==> src/hdl/spisfx_pkg.sv <==
// Package for the SPI slave frame sync exchange block: frame layout constants,
// command and event codes, and the decoded item passed from front to back.
// No dependencies.
`default_nettype none

package spisfx_pkg;

    localparam int FRAME_LEN  = 8;
    localparam int CODE_LEN   = 3;
    localparam int SERVO_SLOT = 3;
    localparam int FPOS_W     = $clog2(FRAME_LEN);
    localparam int POS_W      = 3;

    localparam logic [7:0] FILL_RESET  = 8'hBE;
    localparam logic [7:0] SERVO_RESET = 8'd125;
    localparam logic [7:0] CODE_R      = 8'h52;
    localparam logic [7:0] CODE_O      = 8'h4F;
    localparam logic [7:0] CODE_B      = 8'h42;

    typedef logic [7:0] byte_t;
    typedef byte_t frame_t [FRAME_LEN];

    typedef enum logic [1:0] {
        CMD_EXCHANGE = 2'd0,
        CMD_WRITE    = 2'd1,
        CMD_READ     = 2'd2
    } cmd_t;

    typedef enum logic [1:0] {
        OP_NOP,
        OP_EXCHANGE,
        OP_WRITE,
        OP_READ
    } op_t;

    typedef enum logic [2:0] {
        EV_NONE     = 3'd0,
        EV_SYNCED   = 3'd1,
        EV_ACCEPTED = 3'd2,
        EV_CODE_ERR = 3'd3,
        EV_SUM_ERR  = 3'd4
    } event_t;

    typedef struct packed {
        op_t                op;
        logic [7:0]         rx_byte;
        logic [POS_W-1:0]   byte_position;
        logic [7:0]         payload_value;
    } item_t;

    function automatic byte_t code_byte(input int k);
        byte_t b;
        case (k)
            0:       b = CODE_R;
            1:       b = CODE_O;
            default: b = CODE_B;
        endcase
        return b;
    endfunction

endpackage

`default_nettype wire

==> src/hdl/spisfx_front.sv <==
// Front end: accepts input transfers and classifies each command into an op,
// dropping writes outside the payload and unknown commands to a no-op. Uses spisfx_pkg.
`default_nettype none

module spisfx_front (
    input  wire logic                 s_tvalid,
    output logic                      s_tready,
    input  wire logic [23:0]          s_tdata,   // rx_byte, byte_position, payload_value
    input  wire logic [1:0]           s_tuser,   // command
    input  wire logic                 q_full,
    output logic                      q_push,
    output spisfx_pkg::item_t         q_item
);
    import spisfx_pkg::*;

    logic [POS_W-1:0] pos;
    logic             wr_ok;
    logic             rd_ok;

    assign pos      = s_tdata[10:8];
    assign s_tready = !q_full;
    assign q_push   = s_tvalid && !q_full;

    // writes only land in the payload; code bytes and checksum are protected
    assign wr_ok = (int'(pos) >= CODE_LEN) && (int'(pos) < FRAME_LEN - 1);
    assign rd_ok = int'(pos) < FRAME_LEN;

    always_comb
    begin
        q_item.rx_byte       = s_tdata[7:0];
        q_item.byte_position = pos;
        q_item.payload_value = s_tdata[18:11];
        case (s_tuser)
            CMD_EXCHANGE: q_item.op = OP_EXCHANGE;
            CMD_WRITE:    q_item.op = wr_ok ? OP_WRITE : OP_NOP;
            CMD_READ:     q_item.op = rd_ok ? OP_READ : OP_NOP;
            default:      q_item.op = OP_NOP;
        endcase
    end

endmodule

`default_nettype wire

==> src/hdl/spisfx_queue.sv <==
// Two-entry queue of decoded items between front and back end.
// Uses spisfx_pkg for the item type.
`default_nettype none

module spisfx_queue (
    input  wire logic               clk,
    input  wire logic               rst_n,
    input  wire logic               push,
    input  spisfx_pkg::item_t       push_item,
    output logic                    full,
    input  wire logic               pop,
    output spisfx_pkg::item_t       head_item,
    output logic                    empty
);
    import spisfx_pkg::*;

    item_t      entry_reg [2];
    logic       wr_ptr_reg;
    logic       wr_ptr_next;
    logic       rd_ptr_reg;
    logic       rd_ptr_next;
    logic [1:0] count_reg;
    logic [1:0] count_next;

    assign full      = count_reg == 2'd2;
    assign empty     = count_reg == 2'd0;
    assign head_item = entry_reg[rd_ptr_reg];

    always_comb
    begin
        wr_ptr_next = push ? !wr_ptr_reg : wr_ptr_reg;
        rd_ptr_next = pop ? !rd_ptr_reg : rd_ptr_reg;
        count_next  = count_reg + {1'b0, push} - {1'b0, pop};
    end

    always_ff @(posedge clk or negedge rst_n)
    begin
        if (!rst_n)
        begin
            wr_ptr_reg <= 1'b0;
            rd_ptr_reg <= 1'b0;
            count_reg  <= 2'd0;
        end
        else
        begin
            wr_ptr_reg <= wr_ptr_next;
            rd_ptr_reg <= rd_ptr_next;
            count_reg  <= count_next;
        end
    end

    always_ff @(posedge clk)
    begin
        if (push)
            entry_reg[wr_ptr_reg] <= push_item;
    end

endmodule

`default_nettype wire

==> src/hdl/spisfx_back.sv <==
// Back end: frame state (receive window, outgoing frames, latched frame, sync), executes
// one decoded item per cycle into the output register when not stalled. Uses spisfx_pkg.
`default_nettype none

module spisfx_back (
    input  wire logic               clk,
    input  wire logic               rst_n,
    input  wire logic               cfg_valid,
    input  wire logic [7:0]         cfg_data,
    input  spisfx_pkg::item_t       head_item,
    input  wire logic               q_empty,
    output logic                    q_pop,
    output logic                    m_tvalid,
    input  wire logic               m_tready,
    output logic [23:0]             m_tdata    // tx_byte, frame_event, link_synced, read_data
);
    import spisfx_pkg::*;

    byte_t             fill_reg;
    frame_t            window_reg;
    frame_t            window_next;
    frame_t            active_reg;
    frame_t            active_next;
    frame_t            staged_reg;
    frame_t            staged_next;
    frame_t            latched_reg;
    frame_t            latched_next;
    logic [FPOS_W-1:0] fpos_reg;
    logic [FPOS_W-1:0] fpos_next;
    logic              sync_reg;
    logic              sync_next;

    logic              out_valid_reg;
    byte_t             tx_reg;
    byte_t             tx_next;
    event_t            ev_reg;
    event_t            ev_next;
    byte_t             rd_reg;
    byte_t             rd_next;

    frame_t            shifted;
    logic              code_ok;
    byte_t             rx_sum;
    byte_t             staged_sum;

    assign q_pop    = !q_empty && (!out_valid_reg || m_tready);
    assign m_tvalid = out_valid_reg;
    assign m_tdata  = {4'd0, rd_reg, sync_reg, ev_reg, tx_reg};

    // window after shifting in the new byte, its code check and payload sum
    always_comb
    begin
        for (int i = 0; i < FRAME_LEN - 1; i++)
            shifted[i] = window_reg[i + 1];
        shifted[FRAME_LEN - 1] = head_item.rx_byte;
        code_ok = 1'b1;
        for (int k = 0; k < CODE_LEN; k++)
            if (shifted[k] != code_byte(k))
                code_ok = 1'b0;
        rx_sum     = '0;
        staged_sum = '0;
        for (int k = CODE_LEN; k < FRAME_LEN - 1; k++)
        begin
            rx_sum     = rx_sum + shifted[k];
            staged_sum = staged_sum + staged_reg[k];
        end
    end

    always_comb
    begin
        window_next  = window_reg;
        active_next  = active_reg;
        staged_next  = staged_reg;
        latched_next = latched_reg;
        fpos_next    = fpos_reg;
        sync_next    = sync_reg;
        tx_next      = '0;
        ev_next      = EV_NONE;
        rd_next      = '0;
        case (head_item.op)
            OP_EXCHANGE:
            begin
                window_next = shifted;
                tx_next     = sync_reg ? active_reg[fpos_reg] : fill_reg;
                if (!sync_reg)
                begin
                    if (code_ok)
                    begin
                        fpos_next = '0;
                        sync_next = 1'b1;
                        ev_next   = EV_SYNCED;
                    end
                end
                else if (int'(fpos_reg) >= FRAME_LEN - 1)
                begin
                    fpos_next = '0;
                    if (!code_ok)
                    begin
                        sync_next = 1'b0;
                        ev_next   = EV_CODE_ERR;
                    end
                    else if (rx_sum != shifted[FRAME_LEN - 1])
                    begin
                        sync_next = 1'b0;
                        ev_next   = EV_SUM_ERR;
                    end
                    else
                    begin
                        latched_next = shifted;
                        staged_next[FRAME_LEN - 1] = staged_sum;
                        active_next  = staged_reg;
                        active_next[FRAME_LEN - 1] = staged_sum;
                        ev_next      = EV_ACCEPTED;
                    end
                end
                else
                    fpos_next = fpos_reg + 1'b1;
            end
            OP_WRITE:
                staged_next[head_item.byte_position] = head_item.payload_value;
            OP_READ:
                rd_next = latched_reg[head_item.byte_position];
            default:
            begin
            end
        endcase
    end

    always_ff @(posedge clk or negedge rst_n)
    begin
        if (!rst_n)
        begin
            fill_reg      <= FILL_RESET;
            fpos_reg      <= '0;
            sync_reg      <= 1'b0;
            out_valid_reg <= 1'b0;
            for (int i = 0; i < FRAME_LEN; i++)
            begin
                window_reg[i]  <= '0;
                active_reg[i]  <= (i < CODE_LEN) ? code_byte(i) : 8'd0;
                staged_reg[i]  <= (i < CODE_LEN) ? code_byte(i) : 8'd0;
                latched_reg[i] <= (i == SERVO_SLOT) ? SERVO_RESET : 8'd0;
            end
        end
        else
        begin
            if (cfg_valid)
                fill_reg <= cfg_data;
            if (q_pop)
            begin
                window_reg  <= window_next;
                active_reg  <= active_next;
                staged_reg  <= staged_next;
                latched_reg <= latched_next;
                fpos_reg    <= fpos_next;
                sync_reg    <= sync_next;
            end
            if (q_pop)
                out_valid_reg <= 1'b1;
            else if (m_tready)
                out_valid_reg <= 1'b0;
        end
    end

    always_ff @(posedge clk)
    begin
        if (q_pop)
        begin
            tx_reg <= tx_next;
            ev_reg <= ev_next;
            rd_reg <= rd_next;
        end
    end

endmodule

`default_nettype wire

==> src/hdl/spi_slave_frame_sync_exchange_top.sv <==
// SPI slave frame sync exchange, top level: front end, item queue, back end.
// Uses spisfx_pkg, spisfx_front, spisfx_queue, spisfx_back.
//
// Usage:
//   s_* carries one command per transfer: tuser = command (exchange, write
//   staged payload byte, read latched byte); tdata = rx_byte, byte_position,
//   payload_value from the low bit up.
//   m_* returns exactly one result per command: tdata = tx_byte, frame_event,
//   link_synced, read_data from the low bit up.
//   cfg_* writes the idle fill byte; cfg_ready is always high. Write only
//   while no command is in flight.
// Timing:
//   The result passes through the queue slot, then the back-end output
//   register, before its result transfer. One command per cycle is sustained
//   while m_tready stays high; the back end computes each command, frame
//   check and checksums included, combinationally into its output register.
// Reset:
//   Asynchronous, active low. Link out of sync, window cleared, both outgoing
//   frames hold the sync code then zeros, latched frame zero but the servo
//   byte, fill byte 0xBE.
// Stall:
//   If m_tready is low the result holds; the two-entry queue keeps taking
//   input until full, then s_tready drops.
`default_nettype none

module spi_slave_frame_sync_exchange_top (
    input  wire logic        clk,
    input  wire logic        rst_n,
    input  wire logic        s_tvalid,
    output logic             s_tready,
    input  wire logic [23:0] s_tdata,   // rx_byte[7:0], byte_position[10:8], payload_value[18:11]
    input  wire logic [1:0]  s_tuser,   // command[1:0]
    output logic             m_tvalid,
    input  wire logic        m_tready,
    output logic [23:0]      m_tdata,   // tx_byte[7:0], frame_event[10:8], link_synced[11],
                                        // read_data[19:12]
    input  wire logic        cfg_valid,
    output logic             cfg_ready,
    input  wire logic [7:0]  cfg_data   // idle_fill_byte
);
    import spisfx_pkg::*;

    item_t push_item;
    item_t head_item;
    logic  q_push;
    logic  q_pop;
    logic  q_full;
    logic  q_empty;

    assign cfg_ready = 1'b1;

    spisfx_front u_front (
        .s_tvalid (s_tvalid),
        .s_tready (s_tready),
        .s_tdata  (s_tdata),
        .s_tuser  (s_tuser),
        .q_full   (q_full),
        .q_push   (q_push),
        .q_item   (push_item)
    );

    spisfx_queue u_queue (
        .clk       (clk),
        .rst_n     (rst_n),
        .push      (q_push),
        .push_item (push_item),
        .full      (q_full),
        .pop       (q_pop),
        .head_item (head_item),
        .empty     (q_empty)
    );

    spisfx_back u_back (
        .clk       (clk),
        .rst_n     (rst_n),
        .cfg_valid (cfg_valid),
        .cfg_data  (cfg_data),
        .head_item (head_item),
        .q_empty   (q_empty),
        .q_pop     (q_pop),
        .m_tvalid  (m_tvalid),
        .m_tready  (m_tready),
        .m_tdata   (m_tdata)
    );

endmodule

`default_nettype wire

==> config.mk <==
export PLATFORM = sky130hd
export DESIGN_NAME = spi_slave_frame_sync_exchange_top
export DESIGN_NICKNAME = d
export VERILOG_FILES = /design/src/hdl/spisfx_pkg.sv /design/src/hdl/spisfx_front.sv /design/src/hdl/spisfx_queue.sv /design/src/hdl/spisfx_back.sv /design/src/hdl/spi_slave_frame_sync_exchange_top.sv
export SDC_FILE = /design/constraint.sdc
export NUM_CORES = 1
export LEC_CHECK = 0
export BUFFER_PORTS_ARGS = -buffer_cell sky130_fd_sc_hd__buf_2
export CAP_MARGIN = 20
export CORE_MARGIN = 4
export CORE_UTILIZATION = 44
export DETAILED_ROUTE_END_ITERATION = 8
export GPL_TIMING_DRIVEN = 0
export PLACE_DENSITY = 0.68
export SETUP_SLACK_MARGIN = 0.15
export SLEW_MARGIN = 20
export SYNTH_ARGS = -nofsm -noshare
export SYNTH_HDL_FRONTEND = slang
export SYNTH_SLANG_ARGS = --single-unit
==> constraint.sdc <==
create_clock -name clk -period 5.3 [get_ports clk]
set_clock_uncertainty 0.05 [all_clocks]
set_input_delay 0.53 -clock clk [delete_from_list [all_inputs] [get_ports clk]]
set_output_delay 0.53 -clock clk [all_outputs]
set_load 0.02 [all_outputs]
After elaboration in Yosys (flattened, before gate mapping)
Memories as Yosys holds them, arrays and structs flattened.
Cells that the tools add are included.
W data, S select, Z words.
{"block": "word_totals", "register_bits": 284, "latch_bits": 0, "ramBits": 42, "mem_bits_ro": 0, "input_bits": 39, "output_inout_bits": 27, "word_cells": 131, "n_memories": 1}
{"memory": "u_queue.entry_reg", "depth": 2, "width": 21, "rd": 1, "rd_ports_with_merged_regs": 0, "write_ports": 1, "line_no": "spisfx_queue.sv:17", "source": "item_t entry_reg [2];"}
{"block": "op_classes", "n_addsub": 9, "mul": 0, "n_div": 0, "n_lt_le_gt_ge": 6, "n_eq_ne": 14, "shifts": 0, "n_mux": 37, "bitwise": 3, "reduce_logical": 20}
{"op": "$mux W8", "n": 10}
{"op": "$bwmux W64", "n": 1}
{"op": "$add A8 B8 Y8", "n": 6}
{"op": "$bmux W8 S3", "n": 2}
{"op": "$demux W8 S3", "n": 1}
{"op": "$ne A8 B7 Y1 const B", "n": 3}
{"op": "$mux W3", "n": 7}
{"op": "$pmux W8 S2", "n": 1}
{"op": "$mux W1", "n": 13}
{"op": "$reduce_and A6 Y1", "n": 2}
{"op": "$eq A2 B2 Y1 const B", "n": 4}
{"op": "$ge A4 B4 Y1 const B", "n": 2}
{"op": "$ne A8 B8 Y1", "n": 1}
{"op": "$not A3 Y4", "n": 2}
{"op": "$ne A2 B1 Y1 const B", "n": 3}
{"op": "$pmux W2 S3", "n": 1}
{"op": "$reduce_bool A2 Y1", "n": 3}
{"op": "$logic_not A1 Y1", "n": 5}
{"op": "$eq A2 B1 Y1 const B", "n": 2}
{"op": "$logic_and A1 B1 Y1", "n": 4}
{"op": "$logic_not A2 Y1", "n": 2}
{"op": "$lt A4 B1 Y1 const B", "n": 1}
{"op": "$reduce_and A2 Y1", "n": 2}
{"op": "$add A3 B1 Y3 const B", "n": 1}
{"op": "other kinds (10)", "n": 10}

Depth between registers and ports, before layout
{"block": "logic_depth", "depth_word": 9, "ltp_mapped": 15, "ltp_nobuf": 13}

Cells and area by module
A second synthesis with hierarchy kept.
{"block": "hier_totals", "hier_cells": 908, "hier_area_um2": 14259.9}
{"module": "spisfx_back", "instances": 1, "cells_per_inst": 799, "area_each_um2": 12339.3}
{"module": "spisfx_queue", "instances": 1, "cells_per_inst": 80, "area_each_um2": 1716.6}
{"module": "spisfx_front", "instances": 1, "cells_per_inst": 27, "area_each_um2": 192.7}
{"module": "spi_slave_frame_sync_exchange_top", "instances": 1, "cells_per_inst": 2, "area_each_um2": 11.3}

Least setup slack after synthesis
Ideal clock, no wire load.
{"block": "synth_path", "path_kind": "flip-flop to flip-flop", "startpoint": "register u_back.window_reg (netlist bit u_back.shifted[9])", "endpoint": "register u_back.active_reg[16] (netlist bit)", "t_arrival_ns": 3.890, "t_required_ns": 5.125, "path_slack_ns": 1.235, "stages_incl_launch_ff": 15, "synth_period_minus_slack_ns": 4.065, "path_cell_list": "dfrtp_1 fa_1 inv_1 fa_1 inv_1 ha_1 fa_1 xor2_1 xnor2_1 nor4_1 nand3_1 or4_4 buf_6 buf_6 mux2_4"}
{"block": "synth_via", "elab_chain_len": 4}
{"element": "start, declared", "line_no": "spisfx_back.sv:20", "source": "frame_t window_reg;"}
{"element": "start signal, assigned", "line_no": "spisfx_back.sv:151", "source": "window_reg <= window_next;"}
{"element": "$add A8 B8 Y8", "line_no": "spisfx_back.sv:64", "source": "rx_sum = rx_sum + shifted[k];"}
{"element": "$ne A8 B8 Y1", "line_no": "spisfx_back.sv:102", "source": "else if (rx_sum != shifted[FRAME_LEN - 1])"}
{"element": "$not A1 Y1 (no source line)"}
{"element": "$reduce_and A6 Y1 (no source line)"}
{"element": "end signal, assigned by index", "line_no": "spisfx_back.sv:140", "source": "active_reg[i] <= (i < CODE_LEN) ? code_byte(i) : 8'd0;"}
{"element": "end signal, assigned", "line_no": "spisfx_back.sv:152", "source": "active_reg <= active_next;"}
{"element": "end, declared", "line_no": "spisfx_back.sv:22", "source": "frame_t active_reg;"}
No other way between the ends.
A chain may end at the register's enable or synchronous reset.

Worst setup path in the final report
{"block": "layout_path", "startpoint": "register u_back.window_reg (netlist bit u_back.shifted[9])", "endpoint": "register u_back.active_reg[3] (netlist bit)"}
Same word-level chain as after synthesis.

==> summary.md <==
| Metric | Value |
|---|---|
| Count of state elements after synthesis | `318` |
| Initial antenna violation count | `0` |
| Global-route wire length before repair | `50.7 mm` |
| Pins Over Slew Limit | `0` |
| Layout cell share with drive strength beyond 1 | `26.7%` |
| Post-placement worst setup slack | `0.620 ns` |
| Cell area after placement | `15,100 um^2` |
| Critical path endpoint category | `flip-flop` |
| Count of flip-flops with a built-in enable after synthesis | `61` |
| Number of gates resized after CTS | `0` |
| Initial drt markers | `644` |
| Worst rel slew slack | `26.2%` |
| Number of placement rows | `65` |
| TritonCTS buffer count | `35` |
| Pin count of the biggest net entering global routing | `90` |
| # IOs | `66` |
| Largest driver fanout on the critical path | `10` |
| Post-route standard cell area excluding fillers | `16,300 um^2` |
| Status | `finished clean` |
| Starting Density | `44.8%` |
| Reg2Reg Setup Slack | `0.64 ns` |
| WL per Instance | `19.3 um` |
| DR vias/cell | `5.37` |
| Async set-reset flop share out of synthesis | `80.8%` |
| Number of unique standard cell types used by synthesis | `45` |
| Number of instances in the synthesized netlist | `1,072` |
| Clock sink count | `318` |
| Max-Cap Viols | `0` |
| Root Buffer | `clkbuf_16` |
| Overall die area | `35,200 um^2` |
| Overall via count from detail_route | `8,587` |
| Number of fill cells in the layout | `2,685` |
| All-Layer GR Usage | `18.0%` |
| Final core area utilization | `51.3%` |
| 1st-pass router iterations | `5` |
| Number of hold violations in the final report | `0` |
| Horiz. Die Dim | `188 um` |
| Nets@finish | `1,256` |
| Highest ir drop seen on vdd | `392 uV` |
| Measured slew at the worst slew-check pin | `1.10 ns` |
| Worst skew pair latency | `0.51 ns` |
| Max Clk Rate | `215 MHz` |
| Max Root-Sink Buffers | `3` |
| Minimum clock period after layout | `4.66 ns` |
| Stage delay of the slowest cell on the critical path | `0.55 ns` |
| Cell with the biggest individual delay on the critical path | `fa_1` |
| Leakage | `7.35 nW` |
| Count of port buffers added during placement | `54` |
| Overflow left after global routing | `0` |
| Antenna cell count | `0` |
| Yosys warning total | `0` |
| Antenna violation net count after detailed routing | `0` |
| Synth-to-layout area growth | `14.5%` |
| Die height | `188 um` |
| Final Wtd Congestion | `0.904` |
| Worst-case setup margin in the final layout | `0.644 ns` |
| DRC Markers | `0` |
| Number of hold buffers added after CTS | `1` |
| Kind of cell adding the most delay to the critical path | `adder cells` |
| Floorplan core area | `31,700 um^2` |
| Required time of the critical path | `5.62 ns` |
| Power per standard cell area | `574 nW/um^2` |
| Post-CTS setup repair buffer count | `0` |
| Most common cell type on the critical path | `fa_1` |
| Worst min-delay path class | `in2reg` |
| TritonCTS clock tree | `built` |
| CTS H-Tree Depth | `2` |
| Number of buffer and inverter stages on the critical path | `4` |
| Vias in the first global route | `8,874` |
| Crit-path cells | `fa_1 -> inv_1 -> fa_1 -> inv_1 -> ha_1 -> fa_1 -> xor2_1 -> xnor2_1 -> nor4_1 -> nand3_1 -> or4_4 -> buf_2 -> clkbuf_1 -> nand2_1 -> o21ai_0` |
| Detailed Place HPWL | `22.2 mm` |
| WL final | `30.9 mm` |
| Start-to-end type of the worst setup path | `reg2reg` |
| Mean instance size in the synthesized netlist | `13.3 um^2` |
| Sequential area share after synthesis | `58.4%` |
| Setup repair after global routing missed its margin | `false` |
| Critical Path Source Type | `flip-flop` |
| Worst-path clk slew | `0.06 ns` |
| Arrival time of the worst setup path | `4.97 ns` |
| Setup violations, final | `0` |
| Final period utilization | `87.9%` |
| Flip-flop cell with the highest count after synthesis | `dfrtp_1` |
| Cell area after technology mapping | `14,200 um^2` |
==> worst register-to-register path, delay by kind of cell (launching register included) <==
family	cells	cell delay (ns)
flops	1	0.43
xor+xnor	2	0.32
compound gates	1	0.09
buf+inv	4	0.64
fa+ha+maj	4	1.70
simple gates	4	1.28
==> logic make-up (layout without fill, tap and decap cells) <==
kind of cell / after synthesis / in the layout / synth area share (%)
DFF: 318 / 318 / 58.4
and+or+nand+nor: 238 / 238 / 7.21
muxes: 183 / 183 / 17.3
AOI/OAI and AO/OA: 172 / 172 / 6.72
buffers and inverters: 81 / 203 / 2.77
adders and majority gates: 46 / 46 / 5.53
xor gates and xnor gates: 32 / 32 / 1.97
other: 2 / 5 / 0.0528
==> per-layer routing <==
layer	vias to the layer above	wire length [um]	track usage (%)	part of all wire, %
li1	3925	-	-	-
met1	4372	15000	27.4	49
met2	242	13100	26.1	42
met5	-	0	0	0
met4	0	639	4.71	2.1
met3	48	2170	4.39	7.0
==> area by class of cell <==
cell class                      count  area, um^2  area share [%]
Sequential cell                   318        8300            51.0
Clock inverter                     12         106           0.654
Inverter                           24        90.1           0.554
Multi-Input combinational cell    676        5530            34.0
Buffer                             57         304            1.87
Clock buffer                       51        1050            6.44
Timing Repair Buffer               59         388            2.38
Tap cell                          402         503            3.09
==> stage by stage <==
stage / TNS (ns) / total power, mW / cells / hold WS [ns]
after floorplan: 0 / 6.02 / 1075 / 0.184
after global placement: -206.32 / 6.82 / 1531 / 0.400
after detailed placement: 0 / 6.94 / 1535 / 0.402
after CTS: 0 / 9.42 / 1599 / 0.129
after global routing: 0 / 10.0 / 1599 / 0.140
final: 0 / 9.34 / 1599 / 0.149
==> synth_stat cells (all sizes together), types with 2 or more instances <==
master | n | area share, %
a211oi | 10 | 0.53
a21o | 5 | 0.26
a21oi | 50 | 1.8
a221o | 2 | 0.14
a22o | 3 | 0.18
a311oi | 2 | 0.12
a31oi | 3 | 0.13
and2 | 14 | 0.62
and3 | 3 | 0.13
buf | 23 | 1.2
clkbuf | 34 | 0.90
conb | 2 | 0.053
dfrtp | 225 | 40
dfstp | 32 | 5.9
edfxtp | 61 | 13
fa | 28 | 3.9
ha | 18 | 1.6
inv | 24 | 0.63
mux2 | 139 | 13
mux2i | 28 | 2.0
mux4 | 16 | 2.5
nand2 | 142 | 3.8
nand2b | 12 | 0.53
nand3 | 7 | 0.25
nand4 | 2 | 0.088
nor2 | 45 | 1.2
nor3 | 3 | 0.11
nor4b | 4 | 0.25
o21ai | 88 | 3.1
o21bai | 2 | 0.11
o22ai | 3 | 0.13
or3 | 3 | 0.13
xnor2 | 26 | 1.6
xor2 | 6 | 0.37
==> cells in the final DEF (no fill, tap or decap), types with 3 or more instances in the layout <==
cell type  count
a211oi_1      10
a21o_1         5
a21oi_1       50
a22o_1         3
a31oi_1        3
and2_1        14
and3_1         3
buf_1          3
buf_16         3
buf_2         59
buf_4          6
buf_6          8
clkbuf_1      41
clkbuf_16     37
clkbuf_8       7
clkinv_1       3
clkinv_2       7
conb_1         5
dfrtp_1      225
dfstp_2       32
edfxtp_1      61
fa_1          28
ha_1          18
inv_1         24
mux2_2        71
mux2_4        68
mux2i_1       28
mux4_2        16
nand2_1      142
nand2b_1      12
nand3_1        7
nor2_1        44
nor3_1         3
nor4b_1        4
o21ai_0       87
o22ai_1        3
or3_1          3
xnor2_1       26
xor2_1         6
==> power breakdown <==
| part | switching (mW) | leakage, nW | internal, mW |
|---|---|---|---|
| combinational | 1.96 | 2.88 | 1.51 |
| clock | 0.959 | 0.575 | 1.47 |
| sequential | 0.383 | 3.89 | 3.06 |
==> worst paths after layout <==
| kind | startpoint | endpoint | depth (start not counted) |
|---|---|---|---|
| worst max-delay path | u_back.shifted[9]$_DFFE_PN0P_ | u_back.active_reg[3]$_DFFE_PN0P_ | 15 |
| worst min-delay path | s_tdata[3] | u_queue.entry_reg[0][14]$_DFFE_PP_ | 1 |
| worst max register to register | u_back.shifted[9]$_DFFE_PN0P_ | u_back.active_reg[3]$_DFFE_PN0P_ | 15 |
| worst min register to register | u_back.latched_reg[50]$_DFFE_PN0P_ | u_back.latched_reg[50]$_DFFE_PN0P_ | 1 |
| max in group asynchronous | rst_n | u_back.latched_reg[32]$_DFFE_PN1P_ | 3 |
| min in group asynchronous | rst_n | u_back.staged_reg[47]$_DFFE_PN0P_ | 2 |
Note: power is estimated with default switching activity, not from simulation.
